**src/sv/fbn_pkg.sv**
```systemverilog
// shared types and constants for the forgiving base64 normalizer
`timescale 1ns / 1ps

package fbn_pkg;

  // action codes of an input item
  localparam logic ACT_CHAR = 1'b0;
  localparam logic ACT_END  = 1'b1;

  // padding character
  localparam logic [7:0] PAD_CHAR = 8'h3D;

  // depth of the queue between front and back
  localparam int unsigned Q_DEPTH = 2;
  localparam int unsigned Q_PTR_W = (Q_DEPTH > 1) ? $clog2(Q_DEPTH) : 1;
  localparam int unsigned Q_CNT_W = $clog2(Q_DEPTH + 1);

  // completion codes carried on the final item
  typedef enum logic [1:0] {
    ST_OK       = 2'd0,
    ST_BAD_PAD  = 2'd1,
    ST_BAD_LEN  = 2'd2,
    ST_BAD_CHAR = 2'd3
  } status_e;

  // input item
  typedef struct packed {
    logic       action;
    logic [7:0] char_code;
  } in_item_t;

  // result item
  typedef struct packed {
    logic [7:0] out_char;
    logic       last;
    status_e    status;
  } out_item_t;

  // work handed from front to back: one character or one end of text
  typedef struct packed {
    logic       is_end;
    logic [7:0] ch;
    logic [1:0] pads;
    status_e    status;
  } cmd_t;

endpackage

```
**src/sv/fbn_front.sv**
```systemverilog
// front end: classifies characters, tracks padding state, issues commands
`timescale 1ns / 1ps

module fbn_front (
  input  logic              clk_i,
  input  logic              rst_ni,
  input  logic              in_valid_i,
  output logic              in_stall_o,
  input  fbn_pkg::in_item_t in_item_i,
  output logic              push_o,
  output fbn_pkg::cmd_t     cmd_o,
  input  logic              full_i
);
  import fbn_pkg::*;

  logic [1:0] kept_q, kept_d;
  logic [1:0] run_q, run_d;
  logic       saw_pad_q, saw_pad_d;
  logic       bad_q, bad_d;

  logic       accept;
  logic       is_blank;
  logic       is_pad;
  logic       is_alpha;
  logic [7:0] c;
  status_e    end_st;
  logic [1:0] end_pads;

  assign c          = in_item_i.char_code;
  assign in_stall_o = full_i;
  assign accept     = in_valid_i && !full_i;

  // character classes
  assign is_blank = (c == 8'h09) || (c == 8'h0A) || (c == 8'h0C) ||
                    (c == 8'h0D) || (c == 8'h20);
  assign is_pad   = (c == PAD_CHAR);
  assign is_alpha = (c >= 8'h41 && c <= 8'h5A) || (c >= 8'h61 && c <= 8'h7A) ||
                    (c >= 8'h30 && c <= 8'h39) || (c == 8'h2B) || (c == 8'h2F);

  // end of text checks: padding, then length, then characters
  always_comb begin
    end_st   = ST_OK;
    end_pads = 2'd0;
    if (kept_q == 2'd0) begin
      if (run_q > 2'd2) end_st = ST_BAD_PAD;
      else end_pads = run_q;
    end else begin
      if (saw_pad_q) end_st = ST_BAD_PAD;
      else if (kept_q == 2'd1) end_st = ST_BAD_LEN;
      else end_pads = 2'(3'd4 - {1'b0, kept_q});
    end
    if (end_st == ST_OK && bad_q) end_st = ST_BAD_CHAR;
    if (end_st != ST_OK) end_pads = 2'd0;
  end

  // state update
  always_comb begin
    kept_d    = kept_q;
    run_d     = run_q;
    saw_pad_d = saw_pad_q;
    bad_d     = bad_q;
    if (accept) begin
      if (in_item_i.action == ACT_END) begin
        kept_d    = 2'd0;
        run_d     = 2'd0;
        saw_pad_d = 1'b0;
        bad_d     = 1'b0;
      end else if (!is_blank) begin
        kept_d = kept_q + 2'd1;
        if (is_pad) begin
          saw_pad_d = 1'b1;
          if (run_q != 2'd3) run_d = run_q + 2'd1;
        end else begin
          if (run_q != 2'd0) begin
            bad_d = 1'b1;
            run_d = 2'd0;
          end
          if (!is_alpha) bad_d = 1'b1;
        end
      end
    end
  end

  // command to the back end
  always_comb begin
    push_o = accept && ((in_item_i.action == ACT_END) || is_alpha);
    cmd_o.is_end = (in_item_i.action == ACT_END);
    cmd_o.ch     = c;
    cmd_o.pads   = end_pads;
    cmd_o.status = end_st;
    if (in_item_i.action != ACT_END) begin
      cmd_o.pads   = 2'd0;
      cmd_o.status = ST_OK;
    end
  end

  always_ff @(posedge clk_i or negedge rst_ni) begin
    if (!rst_ni) begin
      kept_q    <= 2'd0;
      run_q     <= 2'd0;
      saw_pad_q <= 1'b0;
      bad_q     <= 1'b0;
    end else begin
      kept_q    <= kept_d;
      run_q     <= run_d;
      saw_pad_q <= saw_pad_d;
      bad_q     <= bad_d;
    end
  end

  // state starts over after an end of text
  a_clear_after_end: assert property (@(posedge clk_i) disable iff (!rst_ni)
    accept && in_item_i.action == ACT_END |=>
      kept_q == 2'd0 && run_q == 2'd0 && !saw_pad_q && !bad_q)
    else $error("front state not cleared after end");

  // padding is only requested on a clean end
  a_pads_only_ok: assert property (@(posedge clk_i) disable iff (!rst_ni)
    push_o && cmd_o.pads != 2'd0 |-> cmd_o.is_end && cmd_o.status == ST_OK)
    else $error("pads requested on a failing end");

endmodule

```
**src/sv/fbn_queue.sv**
```systemverilog
// short command queue between front and back
`timescale 1ns / 1ps

module fbn_queue (
  input  logic          clk_i,
  input  logic          rst_ni,
  input  logic          push_i,
  input  fbn_pkg::cmd_t cmd_i,
  output logic          full_o,
  output logic          valid_o,
  output fbn_pkg::cmd_t cmd_o,
  input  logic          pop_i
);
  import fbn_pkg::*;

  cmd_t                 mem_q [Q_DEPTH];
  logic [Q_PTR_W-1:0]   wr_ptr_q, rd_ptr_q;
  logic [Q_CNT_W-1:0]   count_q;
  logic                 do_push, do_pop;

  assign full_o  = (count_q == Q_CNT_W'(Q_DEPTH));
  assign valid_o = (count_q != '0);
  assign cmd_o   = mem_q[rd_ptr_q];
  assign do_push = push_i && !full_o;
  assign do_pop  = pop_i && valid_o;

  // storage
  always_ff @(posedge clk_i) begin
    if (do_push) mem_q[wr_ptr_q] <= cmd_i;
  end

  // pointers and fill count
  always_ff @(posedge clk_i or negedge rst_ni) begin
    if (!rst_ni) begin
      wr_ptr_q <= '0;
      rd_ptr_q <= '0;
      count_q  <= '0;
    end else begin
      if (do_push) begin
        wr_ptr_q <= (wr_ptr_q == Q_PTR_W'(Q_DEPTH - 1)) ? '0 : wr_ptr_q + Q_PTR_W'(1);
      end
      if (do_pop) begin
        rd_ptr_q <= (rd_ptr_q == Q_PTR_W'(Q_DEPTH - 1)) ? '0 : rd_ptr_q + Q_PTR_W'(1);
      end
      if (do_push && !do_pop) count_q <= count_q + Q_CNT_W'(1);
      else if (!do_push && do_pop) count_q <= count_q - Q_CNT_W'(1);
    end
  end

  // no command is dropped on a full queue
  a_no_overflow: assert property (@(posedge clk_i) disable iff (!rst_ni)
    push_i |-> !full_o)
    else $error("command pushed into full queue");

endmodule

```
**src/sv/fbn_back.sv**
```systemverilog
// back end: expands commands into result items through an output register
`timescale 1ns / 1ps

module fbn_back (
  input  logic               clk_i,
  input  logic               rst_ni,
  input  logic               valid_i,
  input  fbn_pkg::cmd_t      cmd_i,
  output logic               pop_o,
  output logic               out_valid_o,
  input  logic               out_stall_i,
  output fbn_pkg::out_item_t out_item_o
);
  import fbn_pkg::*;

  logic      out_valid_q, out_valid_d;
  out_item_t out_q, out_d;
  logic [1:0] pads_done_q, pads_done_d;
  logic      load;

  assign load = !out_valid_q || !out_stall_i;

  // choose the next item: character, pad or final status
  always_comb begin
    out_valid_d = out_valid_q;
    out_d       = out_q;
    pads_done_d = pads_done_q;
    pop_o       = 1'b0;
    if (load) begin
      out_valid_d = valid_i;
      if (valid_i) begin
        if (!cmd_i.is_end) begin
          out_d.out_char = cmd_i.ch;
          out_d.last     = 1'b0;
          out_d.status   = ST_OK;
          pop_o          = 1'b1;
        end else if (pads_done_q != cmd_i.pads) begin
          out_d.out_char = PAD_CHAR;
          out_d.last     = 1'b0;
          out_d.status   = ST_OK;
          pads_done_d    = pads_done_q + 2'd1;
        end else begin
          out_d.out_char = 8'h00;
          out_d.last     = 1'b1;
          out_d.status   = cmd_i.status;
          pads_done_d    = 2'd0;
          pop_o          = 1'b1;
        end
      end
    end
  end

  always_ff @(posedge clk_i or negedge rst_ni) begin
    if (!rst_ni) begin
      out_valid_q <= 1'b0;
      pads_done_q <= 2'd0;
    end else begin
      out_valid_q <= out_valid_d;
      pads_done_q <= pads_done_d;
    end
  end

  always_ff @(posedge clk_i) begin
    out_q <= out_d;
  end

  assign out_valid_o = out_valid_q;
  assign out_item_o  = out_q;

  // pad counter never runs past the two pads an end can need
  a_pad_bound: assert property (@(posedge clk_i) disable iff (!rst_ni)
    pads_done_q != 2'd3)
    else $error("pad counter out of range");

endmodule

```
**src/sv/forgiving_base64_normalizer_top.sv**
```systemverilog
// top level of the forgiving base64 normalizer
`timescale 1ns / 1ps

// Takes base64 text one character per item, then an end item. Whitespace is
// dropped, alphabet characters pass through the command queue and the output
// register, '=' is held back and rechecked at the end, where zero to two '='
// pads and a final status item (last set) follow. One input item is taken every
// cycle while the two-entry command queue has room; the output side sends one
// item per cycle while out_stall_i is low, so an end item, which yields one to
// three output items, holds the back end and the queue absorbs that.
module forgiving_base64_normalizer_top (
  input  logic               clk_i,
  input  logic               rst_ni,
  input  logic               in_valid_i,
  output logic               in_stall_o,
  input  fbn_pkg::in_item_t  in_item_i,
  output logic               out_valid_o,
  input  logic               out_stall_i,
  output fbn_pkg::out_item_t out_item_o
);
  import fbn_pkg::*;

  logic push, full, q_valid, pop;
  cmd_t push_cmd, head_cmd;

  // classification and padding state
  fbn_front u_front (
    .clk_i      (clk_i),
    .rst_ni     (rst_ni),
    .in_valid_i (in_valid_i),
    .in_stall_o (in_stall_o),
    .in_item_i  (in_item_i),
    .push_o     (push),
    .cmd_o      (push_cmd),
    .full_i     (full)
  );

  // decoupling queue
  fbn_queue u_queue (
    .clk_i   (clk_i),
    .rst_ni  (rst_ni),
    .push_i  (push),
    .cmd_i   (push_cmd),
    .full_o  (full),
    .valid_o (q_valid),
    .cmd_o   (head_cmd),
    .pop_i   (pop)
  );

  // result generation
  fbn_back u_back (
    .clk_i       (clk_i),
    .rst_ni      (rst_ni),
    .valid_i     (q_valid),
    .cmd_i       (head_cmd),
    .pop_o       (pop),
    .out_valid_o (out_valid_o),
    .out_stall_i (out_stall_i),
    .out_item_o  (out_item_o)
  );

endmodule
```
**config.mk**
```make
export PLATFORM = sky130hd
export DESIGN_NAME = forgiving_base64_normalizer_top
export DESIGN_NICKNAME = d
export VERILOG_FILES = /design/src/sv/fbn_pkg.sv /design/src/sv/fbn_front.sv /design/src/sv/fbn_queue.sv /design/src/sv/fbn_back.sv /design/src/sv/forgiving_base64_normalizer_top.sv
export SDC_FILE = /design/constraint.sdc
export NUM_CORES = 1
export LEC_CHECK = 0
export ABC_CLOCK_PERIOD_IN_PS = 4320
export BUFFER_PORTS_ARGS = -buffer_cell sky130_fd_sc_hd__buf_4
export CAP_MARGIN = 10
export CORE_MARGIN = 1
export CORE_UTILIZATION = 60
export CTS_BUF_LIST = sky130_fd_sc_hd__clkbuf_8
export CTS_CLUSTER_SIZE = 25
export DETAILED_ROUTE_END_ITERATION = 10
export GPL_ROUTABILITY_DRIVEN = 1
export PLACE_DENSITY = 0.82
export REMOVE_ABC_BUFFERS = 1
export SYNTH_ARGS = -nofsm -noshare
export SYNTH_HDL_FRONTEND = slang
export SYNTH_SLANG_ARGS = --single-unit
```
**constraint.sdc**
```tcl
create_clock -name clk_i -period 4.32 [get_ports clk_i]
set_input_delay 0.432 -clock clk_i [delete_from_list [all_inputs] [get_ports clk_i]]
set_output_delay 0.432 -clock clk_i [all_outputs]
set_load 0.01 [all_outputs]
```
==> flow_summary.toml, run 1 <==
[sta]
fmax_mhz = 365.7
report.final.slew_viol_count = 0
finalCritPeriodShare = 0.6330
slew_headroom = 0.2424
tns_ps = 0
tightest_slew_ps = 1134
hold_viol = 0
setup_violations = 0
period_minus_slack_ps = 2735
rsz0062_at_grt = "false"
final.setup_skew_ps = 6.943

[job]
drv_cap = 0

[grt]
antenna_found_initial = 0
met1_usage = 0.2567
grt_pass1_wl_um = 6831
grtUsageMet2 = 0.4096
grt_usage = 0.2276
grt_pass1_vias = 1472
grt_overflow = 0
grt_max_degree = 17
top_usage_layer = "met2"
met3_usage = 0.05357

[final_layout]
drive_gt1_frac = 0.1912
syn2layout_area_growth_pct = 14.36
diodes = 0
fin_area_um2 = 2631
nFillCells = 271
nets = 226

[clock_tree]
cts_root_buffer = "clkbuf_8"
cts_tree = "done"
cts-htree-levels = 2
post_cts_buffers = 0
insertion_delay_ps = 310
cts_hold_buf = 1
cts-buffers-inserted = 5
clk_pin_slew_ps = 90
clock_sinks = 50
cts_resized = 0
clock_path_buffers = 2

[setup_path]
path_buf_inv = 0
startpoint_type = "flip-flop"
startpoint = "u_queue.rd_ptr_q"
worstPathCellList = "mux2i_1 > o21ai_0 > ha_1 > xor2_1 > nor2_1 > xor2_1"
crit_path_max_fanout = 15
max_stage_delay_ps = 840
crit_family = "flip-flops"
worstPathRequired_ps = 4540
r2r_cells = 6
reg2reg_slack_ps = 1590
rr_startpoint = "u_queue.rd_ptr_q"
worst_path_max_delay_cell = "dfrtp_1"
cp.depth = 6
end_kind = "flip-flop"
crit_arrival_ps = 2960
worstSetupPathType = "flip-flop to flip-flop"
cpMostUsedCell = "xor2_1"

[pwr]
pwr-share-comb = 0.354
clkPwrFrac = 0.161
swShare = 0.3444
switching_power_mw = 0.5704
seqPwrFrac = 0.485
p_int_mw = 1.086
pwr_density_cell_nw_per_um2 = 629.5
p_leak_nw = 1.059
vdd_drop_max_uv = 368.5

[yosys]
ys_seq_elements = 50
yosys.area.top_type_share = 0.4829
synth_xor_area_frac = 0.02664
synth_compound_area_frac = 0.08864
yosysUniqueCellTypes = 36
synth-simple-area-share = 0.1131
netlist_area_um2 = 2301
synth-adder-area-share = 0.05438
avgSynthCellArea_um2 = 13.30
synth_edf_count = 37
synth-async-reset-ratio = 0.2600
synth_mux_area_frac = 0.07667
synth_top_area_cell = "edfxtp_1"
ys_seq_area_frac = 0.6243
synth_top_family_by_area = "simple AND/OR/NAND/NOR gates"
synthFlopType = "edfxtp_1"
ys_warn_count = 0
syn_inst = 173
synth_area_leaders = "edfxtp_1 48%, dfrtp_1 14%, mux2i_1 6.5%"

[floorplan]
dieHeight_um = 63.93
rows = 22
ios = 26
die_width_um = 63.93
dieArea_um2 = 4086
core_um2 = 3661
initial_utilization = 0.6285

[routing]
vias = 1459
avgRoutedWirePerCell_um = 16.47
drc_errors = 0
drtAntennaViolNets = 0
routed_wl_um = 4150
drt_iter0_markers = 121
dr.pass1.iters = 4
vias_per_cell = 5.790

[place]
dp_hpwl_um = 3035
portBuffers = 25
place_area_um2 = 2534
gp_congestion = 0.8280

[min_path]
hp-start = "in_item_i[5]"
min_path_type = "input pin to flip-flop"
whs_path_depth = 1

[status]
status = "finished, final reports clean"
metal layers:
| layer | share of wire | routed length (µm) | vias to the layer above |
|---|---|---|---|
| li1 | - | - | 701 |
| met1 | 0.40 | 1657 | 716 |
| met2 | 0.54 | 2248 | 34 |
| met3 | 0.040 | 165 | 8 |
| met4 | 0.019 | 78 | 0 |
| met5 | 0 | 0 | - |
power groups by stage:
stage          clock (mW)  combinational [mW]  sequential [mW]
5_1_grt             0.290               0.649            0.820
3_3_place_gp            0               0.559            0.805
2_1_floorplan           0               0.365            0.822
6_report            0.267               0.586            0.803
3_5_place_dp            0               0.584            0.815
4_1_cts             0.268               0.590            0.804
worst register-to-register path, stage by stage, from the launching register on:
cell and delay (ps):
dfrtp_1 840, mux2i_1 650, o21ai_0 350, ha_1 350, xor2_1 140, nor2_1 130
xor2_1 180
cell usage in the layout, fill, tap and decap left out, drive strengths merged, types with 2 or more instances in the layout:
master / count
edfxtp: 37
buf: 25
mux2i: 15
nor2: 15
a21oi: 14
dfrtp: 13
ha: 10
inv: 7
nor3: 7
nand2: 6
clkbuf: 5
xor2: 4
o21ai: 4
nand2b: 4
xnor2: 3
nor2b: 3
and2: 3
or4: 3
nor4: 2
o21a: 2
or3: 2
nor3b: 2
nand4: 2
o2bb2ai: 2
clkinvlp: 2
mux2: 2
synthesized netlist by cell type, types with 3 or more instances:
master     n
a21oi_1   14
and2_1     3
dfrtp_1   13
edfxtp_1  37
ha_1      10
inv_1      6
mux2i_1   15
nand2_1    6
nand2b_1   4
nor2_1    15
nor2b_1    3
nor3_1     7
o21ai_0    4
xnor2_1    3
xor2_1     4
stage by stage:
step	std cells	setup WS, ps	hold WS [ps]	utilization	power (mW)
after floorplan	170	2111	136.4	-	1.187
after global placement	243	1660	285.7	0.6921	1.364
after detailed placement	243	1612	292.9	0.6921	1.399
after CTS	252	1575	334.0	0.7187	1.662
after global routing	252	1343	322.7	0.7187	1.759
final	252	1585	344.0	0.7187	1.656
area by class of cell:
| type | instances | area [µm²] | share of cell area |
|---|---|---|---|
| sequential | 50 | 1436 | 0.5459 |
| tap | 48 | 60.06 | 0.02282 |
| inverter | 6 | 22.52 | 0.008559 |
| multi-input combinational | 114 | 827.0 | 0.3143 |
| clock buffer | 5 | 68.82 | 0.02615 |
| clock inverter | 3 | 18.77 | 0.007133 |
| timing repair buffer | 26 | 197.7 | 0.07513 |
state kept, by name (all words and copies together), names as in the netlist:
register,flops
u_back.out_item_o,11
u_back.out_valid_o,1
u_back.pads_done_q,2
u_front.bad_q,1
u_front.kept_q,2
u_front.run_q,2
u_front.saw_pad_q,1
u_queue.count_q,2
u_queue.mem_q,26
u_queue.rd_ptr_q,1
u_queue.wr_ptr_q,1
cells by family after synthesis:
group           after synthesis
simple gates                 50
flops                        50
compound gates               30
mux                          17
fa+ha+maj                    10
buf+inv                       9
xor+xnor                      7
path summary, 6_finish.rpt:
kind | end
worst max-delay path | u_queue.count_q[1]
worst min-delay path | u_queue.mem_q[1][9]
worst max register to register | u_queue.count_q[1]
worst min register to register | u_queue.wr_ptr_q
max in group asynchronous | u_queue.count_q[0]
min in group asynchronous | u_back.out_valid_o
Power figures use the tool's default switching activity.
==> inputs of run 2 (changes only) <==
--- a/config.mk
+++ b/config.mk
@@ -5,16 +5,16 @@
 export SDC_FILE = /design/constraint.sdc
 export NUM_CORES = 1
 export LEC_CHECK = 0
-export ABC_CLOCK_PERIOD_IN_PS = 4320
+export ABC_CLOCK_PERIOD_IN_PS = 2300
 export BUFFER_PORTS_ARGS = -buffer_cell sky130_fd_sc_hd__buf_4
 export CAP_MARGIN = 10
 export CORE_MARGIN = 1
-export CORE_UTILIZATION = 60
+export CORE_UTILIZATION = 54
 export CTS_BUF_LIST = sky130_fd_sc_hd__clkbuf_8
 export CTS_CLUSTER_SIZE = 25
 export DETAILED_ROUTE_END_ITERATION = 10
 export GPL_ROUTABILITY_DRIVEN = 1
-export PLACE_DENSITY = 0.82
+export PLACE_DENSITY = 0.77
 export REMOVE_ABC_BUFFERS = 1
 export SYNTH_ARGS = -nofsm -noshare
 export SYNTH_HDL_FRONTEND = slang
==> constraint.sdc (replaced) <==
create_clock -name clk_i -period 2.3 [get_ports clk_i]
set_input_delay 0.23 -clock clk_i [delete_from_list [all_inputs] [get_ports clk_i]]
set_output_delay 0.23 -clock clk_i [all_outputs]
set_load 0.01 [all_outputs]
==> flow_summary.toml, run 2 (synthesis results as in run 1) <==
[setup_path]
cp.depth = 7
startpoint_type = "flip-flop"
r2r_cells = 7
worst_path_max_delay_cell = "dfrtp_1"
max_stage_delay_ps = 450
worstPathCellList = "mux2i_1 > xnor2_1 > nor2b_1 > o21ai_0 > ha_1 > nor2_1 > xor2_1"
path_buf_inv = 0
crit_family = "flip-flops"
end_kind = "flip-flop"
crit_arrival_ps = 2230
worstPathRequired_ps = 2510
crit_path_max_fanout = 4
worstSetupPathType = "flip-flop to flip-flop"

[place]
post-place-ws_ps = -95.32
gp_congestion = 0.8945
portBuffers = 25
dp_hpwl_um = 3343

[pwr]
p_leak_nw = 1.133
pwr_density_cell_nw_per_um2 = 1161
vdd_drop_max_uv = 606.0

[grt]
grt_pass1_vias = 1549
grt_overflow = 0
grt_pass1_wl_um = 7051
grt_usage = 0.2166
grt_max_degree = 15
antenna_found_initial = 0

[sta]
finalCritPeriodShare = 0.8787
tightest_slew_ps = 618.0
slew_headroom = 0.5861
hold_slack_ps = 137.5
report.final.slew_viol_count = 0
tns_ps = 0
setup_violations = 0
hold_viol = 0
final.setup_skew_ps = 4.274
fmax_mhz = 494.8
rsz0062_at_grt = "false"
period_minus_slack_ps = 2021
setup_slack_ps = 279.1

[final_layout]
largest_reg_flops = 26
layout_commonest_cell = "buf_4"
syn2layout_area_growth_pct = 18.49
fin_util = 0.6719
nets = 239
drive_gt1_frac = 0.2350
mostFrequentLayoutCells = "38 x buf_4, 37 x edfxtp_1, 15 x mux2i_1, 15 x nor2_1, 14 x a21oi_1"
regMostFlops = "u_queue.mem_q"
diodes = 0

[routing]
drt_iter0_markers = 104
drc_errors = 0
dr.pass1.iters = 4
vias = 1512
avgRoutedWirePerCell_um = 16.67
vias_per_cell = 5.663
routed_wl_um = 4450
drtAntennaViolNets = 0

[floorplan]
dieHeight_um = 67.28
ios = 26
core_um2 = 4058
dieArea_um2 = 4526
rows = 23
initial_utilization = 0.5671
die_width_um = 67.28

[clock_tree]
clk_pin_slew_ps = 80
cts-buffers-inserted = 5
insertion_delay_ps = 290
post_cts_buffers = 0
cts_root_buffer = "clkbuf_8"
clock_sinks = 50
cts_tree = "done"
cts-htree-levels = 2
clock_path_buffers = 2

[job]
drv_cap = 0

[min_path]
min_path_type = "input pin to flip-flop"
whs_path_depth = 3

[status]
status = "finished, final reports clean"
run 2: cell count changes in the layout (fill, tap and decap cells not counted):
cell,delta
buf_4,+13
clkinvlp_4,-2
inv_1,+2
nor2b_1,-1
nor2b_2,+1
run 2: report_power, final:
| group | switching, mW | internal (mW) | total [mW] |
|---|---|---|---|
| clock network | 0.262 | 0.203 | 0.465 |
| registers | 0.165 | 1.31 | 1.48 |
| logic | 0.651 | 0.572 | 1.22 |
run 2: metrics by stage:
stage                     instance area [µm²]  power [mW]  cells
after global placement                   2634       2.616    258
after CTS                                2724       3.184    267
after floorplan                          2286       2.229    170
final                                    2726       3.165    267
after detailed placement                 2634       2.719    258
after global routing                     2726       3.368    267
run 2: what timing repair did:
item	4_1_cts	5_1_grt
setup endpoints to repair	0	13
hold endpoints to repair	13	0
hold buffers	1	0
resized for setup	0	1
run 2: cell type report:
class,count,area [µm²]
Clock inverter,3,11.26
Inverter,6,22.52
Sequential cell,50,1436
Timing Repair Buffer,39,295.3
Fill cell,307,1331
Tap cell,50,62.56
Clock buffer,5,68.82
Multi-Input combinational cell,114,829.5
run 2: worst paths after layout:
path,start,endpoint,slack [ps]
setup / recovery,u_queue.rd_ptr_q,u_queue.count_q[1],280
hold / removal,out_stall_i,u_back.out_valid_o,140
setup reg to reg,u_queue.rd_ptr_q,u_queue.count_q[1],280
hold reg to reg,u_back.out_valid_o,u_back.out_valid_o,510
max in group asynchronous,rst_ni,u_front.saw_pad_q,1820
min in group asynchronous,rst_ni,u_front.run_q[1],320
run 2: tightest hold or removal path, delay by kind of cell:
family / cells / cell delay (ps)
buffers and inverters: 1 / 80
AND/OR/NAND/NOR: 2 / 90
run 2: layer usage:
layer | GRT usage | share of wire | up-vias
li1 | - | - | 725
met5 | 0 | 0 | -
met4 | 0.06117 | 0.0072 | 0
met3 | 0.04730 | 0.025 | 5
met1 | 0.2369 | 0.41 | 753
met2 | 0.4138 | 0.56 | 29
==> inputs of run 3 (changes only) <==
--- a/config.mk
+++ b/config.mk
@@ -9,13 +9,14 @@
 export BUFFER_PORTS_ARGS = -buffer_cell sky130_fd_sc_hd__buf_4
 export CAP_MARGIN = 10
 export CORE_MARGIN = 1
-export CORE_UTILIZATION = 54
+export CORE_UTILIZATION = 55
 export CTS_BUF_LIST = sky130_fd_sc_hd__clkbuf_8
 export CTS_CLUSTER_SIZE = 25
 export DETAILED_ROUTE_END_ITERATION = 10
 export GPL_ROUTABILITY_DRIVEN = 1
-export PLACE_DENSITY = 0.77
+export PLACE_DENSITY = 0.78
 export REMOVE_ABC_BUFFERS = 1
 export SYNTH_ARGS = -nofsm -noshare
 export SYNTH_HDL_FRONTEND = slang
+export SYNTH_HIERARCHICAL = 1
 export SYNTH_SLANG_ARGS = --single-unit
==> flow_summary.toml, run 3 <==
[place]
portBuffers = 25
gp_congestion = 0.8580
dp_hpwl_um = 3171
place_area_um2 = 2724

[setup_path]
crit_arrival_ps = 2300
worstPathCellList = "mux2_2 > xnor2_1 > nand2_1 > a21boi_1 > nand2_2 > ha_1 > xor2_1 > nor2_1 > xor2_1"
crit_family = "XOR/XNOR gates"
startpoint_type = "flip-flop"
end_kind = "flip-flop"
worstPathRequired_ps = 2530
cpMostUsedCell = "xor2_1"
worst_path_max_delay_cell = "dfrtp_2"
path_buf_inv = 0
max_stage_delay_ps = 420
crit_path_max_fanout = 5
worstSetupPathType = "flip-flop to flip-flop"

[pwr]
clkPwrFrac = 0.207
vdd_drop_max_uv = 724.3
switching_power_mw = 1.068
p_int_mw = 2.376
power_mw = 3.444
swShare = 0.3101
seqPwrFrac = 0.421
pwr-share-comb = 0.372
p_leak_nw = 1.152
pwr_density_cell_nw_per_um2 = 1198

[yosys]
synth_common_cells = "37 x edfxtp_1, 14 x mux2_2, 13 x dfrtp_1, 12 x inv_1"
yosysUniqueCellTypes = 47
ys_seq_area_frac = 0.5723
ys_seq_elements = 50
ys_warn_count = 6
netlist_area_um2 = 2510
synth_top_area_cell = "edfxtp_1"
synth-async-reset-ratio = 0.2600
synth_area_leaders = "edfxtp_1 44%, dfrtp_1 13%, mux2_2 6.3%"
yosys.area.top_type_share = 0.4427
synthFlopType = "edfxtp_1"
syn_inst = 193
synth_edf_count = 37
post-synth-top-count-cell = "edfxtp_1"
avgSynthCellArea_um2 = 13.00

[final_layout]
nFillCells = 315
diodes = 0
fin_area_um2 = 2875
regMostFlops = "u_queue/mem_q"
mostFrequentLayoutCells = "37 x edfxtp_1, 33 x buf_4, 14 x mux2_2, 12 x inv_1, 12 x dfrtp_1"
multi_input_area_um2 = 932.1
nets = 244
register_area_um2 = 1438
largest_reg_flops = 26
drive_gt1_frac = 0.3243
syn2layout_area_growth_pct = 14.56
layout_commonest_cell = "edfxtp_1"

[clock_tree]
insertion_delay_ps = 300
clock_path_buffers = 2
cts-buffers-inserted = 5
clock_sinks = 50
cts-htree-levels = 2
post_cts_buffers = 0
clk_pin_slew_ps = 90
cts_tree = "done"
cts_root_buffer = "clkbuf_8"

[routing]
drc_errors = 0
dr.pass1.iters = 4
vias_per_cell = 5.668
drtAntennaViolNets = 0
routed_wl_um = 4279
avgRoutedWirePerCell_um = 15.62
drt_iter0_markers = 78
vias = 1553

[grt]
grt_pass1_wl_um = 7362
grt_pass1_vias = 1614
grt_overflow = 0
antenna_found_initial = 0
grt_max_degree = 17
grt_usage = 0.1982

[floorplan]
core_um2 = 4384
dieArea_um2 = 4838
die_width_um = 69.56
dieHeight_um = 69.56
ios = 26
rows = 24
initial_utilization = 0.5725

[sta]
hold_viol = 0
tightest_slew_ps = 646.4
setup_violations = 0
hold_slack_ps = 161.2
fmax_mhz = 482.7
final.setup_skew_ps = 7.468
period_minus_slack_ps = 2072
slew_headroom = 0.5686
rsz0062_at_grt = "false"
finalCritPeriodShare = 0.9008
report.final.slew_viol_count = 0

[status]
status = "finished, final reports clean"

[min_path]
min_path_type = "input pin to flip-flop"

[job]
drv_cap = 0
## run 3: final cells by class
| cell class | instances | share of cell area |
|---|---|---|
| timing repair buffer | 34 | 0.08964 |
| multi-input combinational | 118 | 0.3242 |
| tap | 52 | 0.02263 |
| clock inverter | 3 | 0.02393 |
| sequential | 50 | 0.5000 |
| clock buffer | 5 | 0.02393 |
| inverter | 12 | 0.01567 |
## run 3: cell families after synthesis
family / count (synthesis) / synth area share
and+or+nand+nor: 50 / 0.1157
DFF: 50 / 0.5723
AOI/OAI and AO/OA: 36 / 0.1087
buffers and inverters: 25 / 0.05732
muxes: 15 / 0.06879
adders and majority gates: 10 / 0.04985
xor gates and xnor gates: 7 / 0.02742
## run 3: timing repair
action	4_1_cts	5_1_grt
resized for setup	0	2
hold endpoints to repair	13	0
hold buffers	1	0
endpoints found under the setup margin	0	14
## run 3: path summary, 6_finish.rpt
check                                        start              endpoint  slack (ps)  cells after the start
worst min register to register  u_queue/count_q[1]    u_queue/count_q[1]         510                      1
worst min-delay path                  in_item_i[7]  u_queue/mem_q[0][11]         160                      1
worst max-delay path              u_queue/rd_ptr_q    u_queue/count_q[1]         230                      9
min in group asynchronous                   rst_ni    u_queue/count_q[1]         310                      2
max in group asynchronous                   rst_ni      u_queue/rd_ptr_q        1800                      2
worst max register to register    u_queue/rd_ptr_q    u_queue/count_q[1]         230                      9
## run 3: power groups by stage
stage	registers, mW	clock network (mW)	logic [mW]
2_1_floorplan	1.52	0	0.773
3_3_place_gp	1.46	0	1.22
3_5_place_dp	1.47	0	1.29
4_1_cts	1.45	0.727	1.30
5_1_grt	1.49	0.766	1.41
6_report	1.45	0.712	1.28
## run 3: routing by layer
layer	share of wire	up-vias	wire length, µm	track usage
met3	0.039	13	165	0.04651
met5	0	-	0	0
li1	-	746	-	-
met4	0.027	0	114	0.08163
met1	0.40	742	1701	0.2272
met2	0.54	52	2298	0.3538
## run 3: through the flow
step,util,setup slack (ps),instances,TNS [ps]
after detailed placement,0.6213,-19.43,265,-250.2
final,0.6558,228.2,274,0
after floorplan,-,138.7,180,0
after global routing,0.6558,36.49,274,0
after CTS,0.6550,45.28,274,0
after global placement,0.6213,77.18,265,0
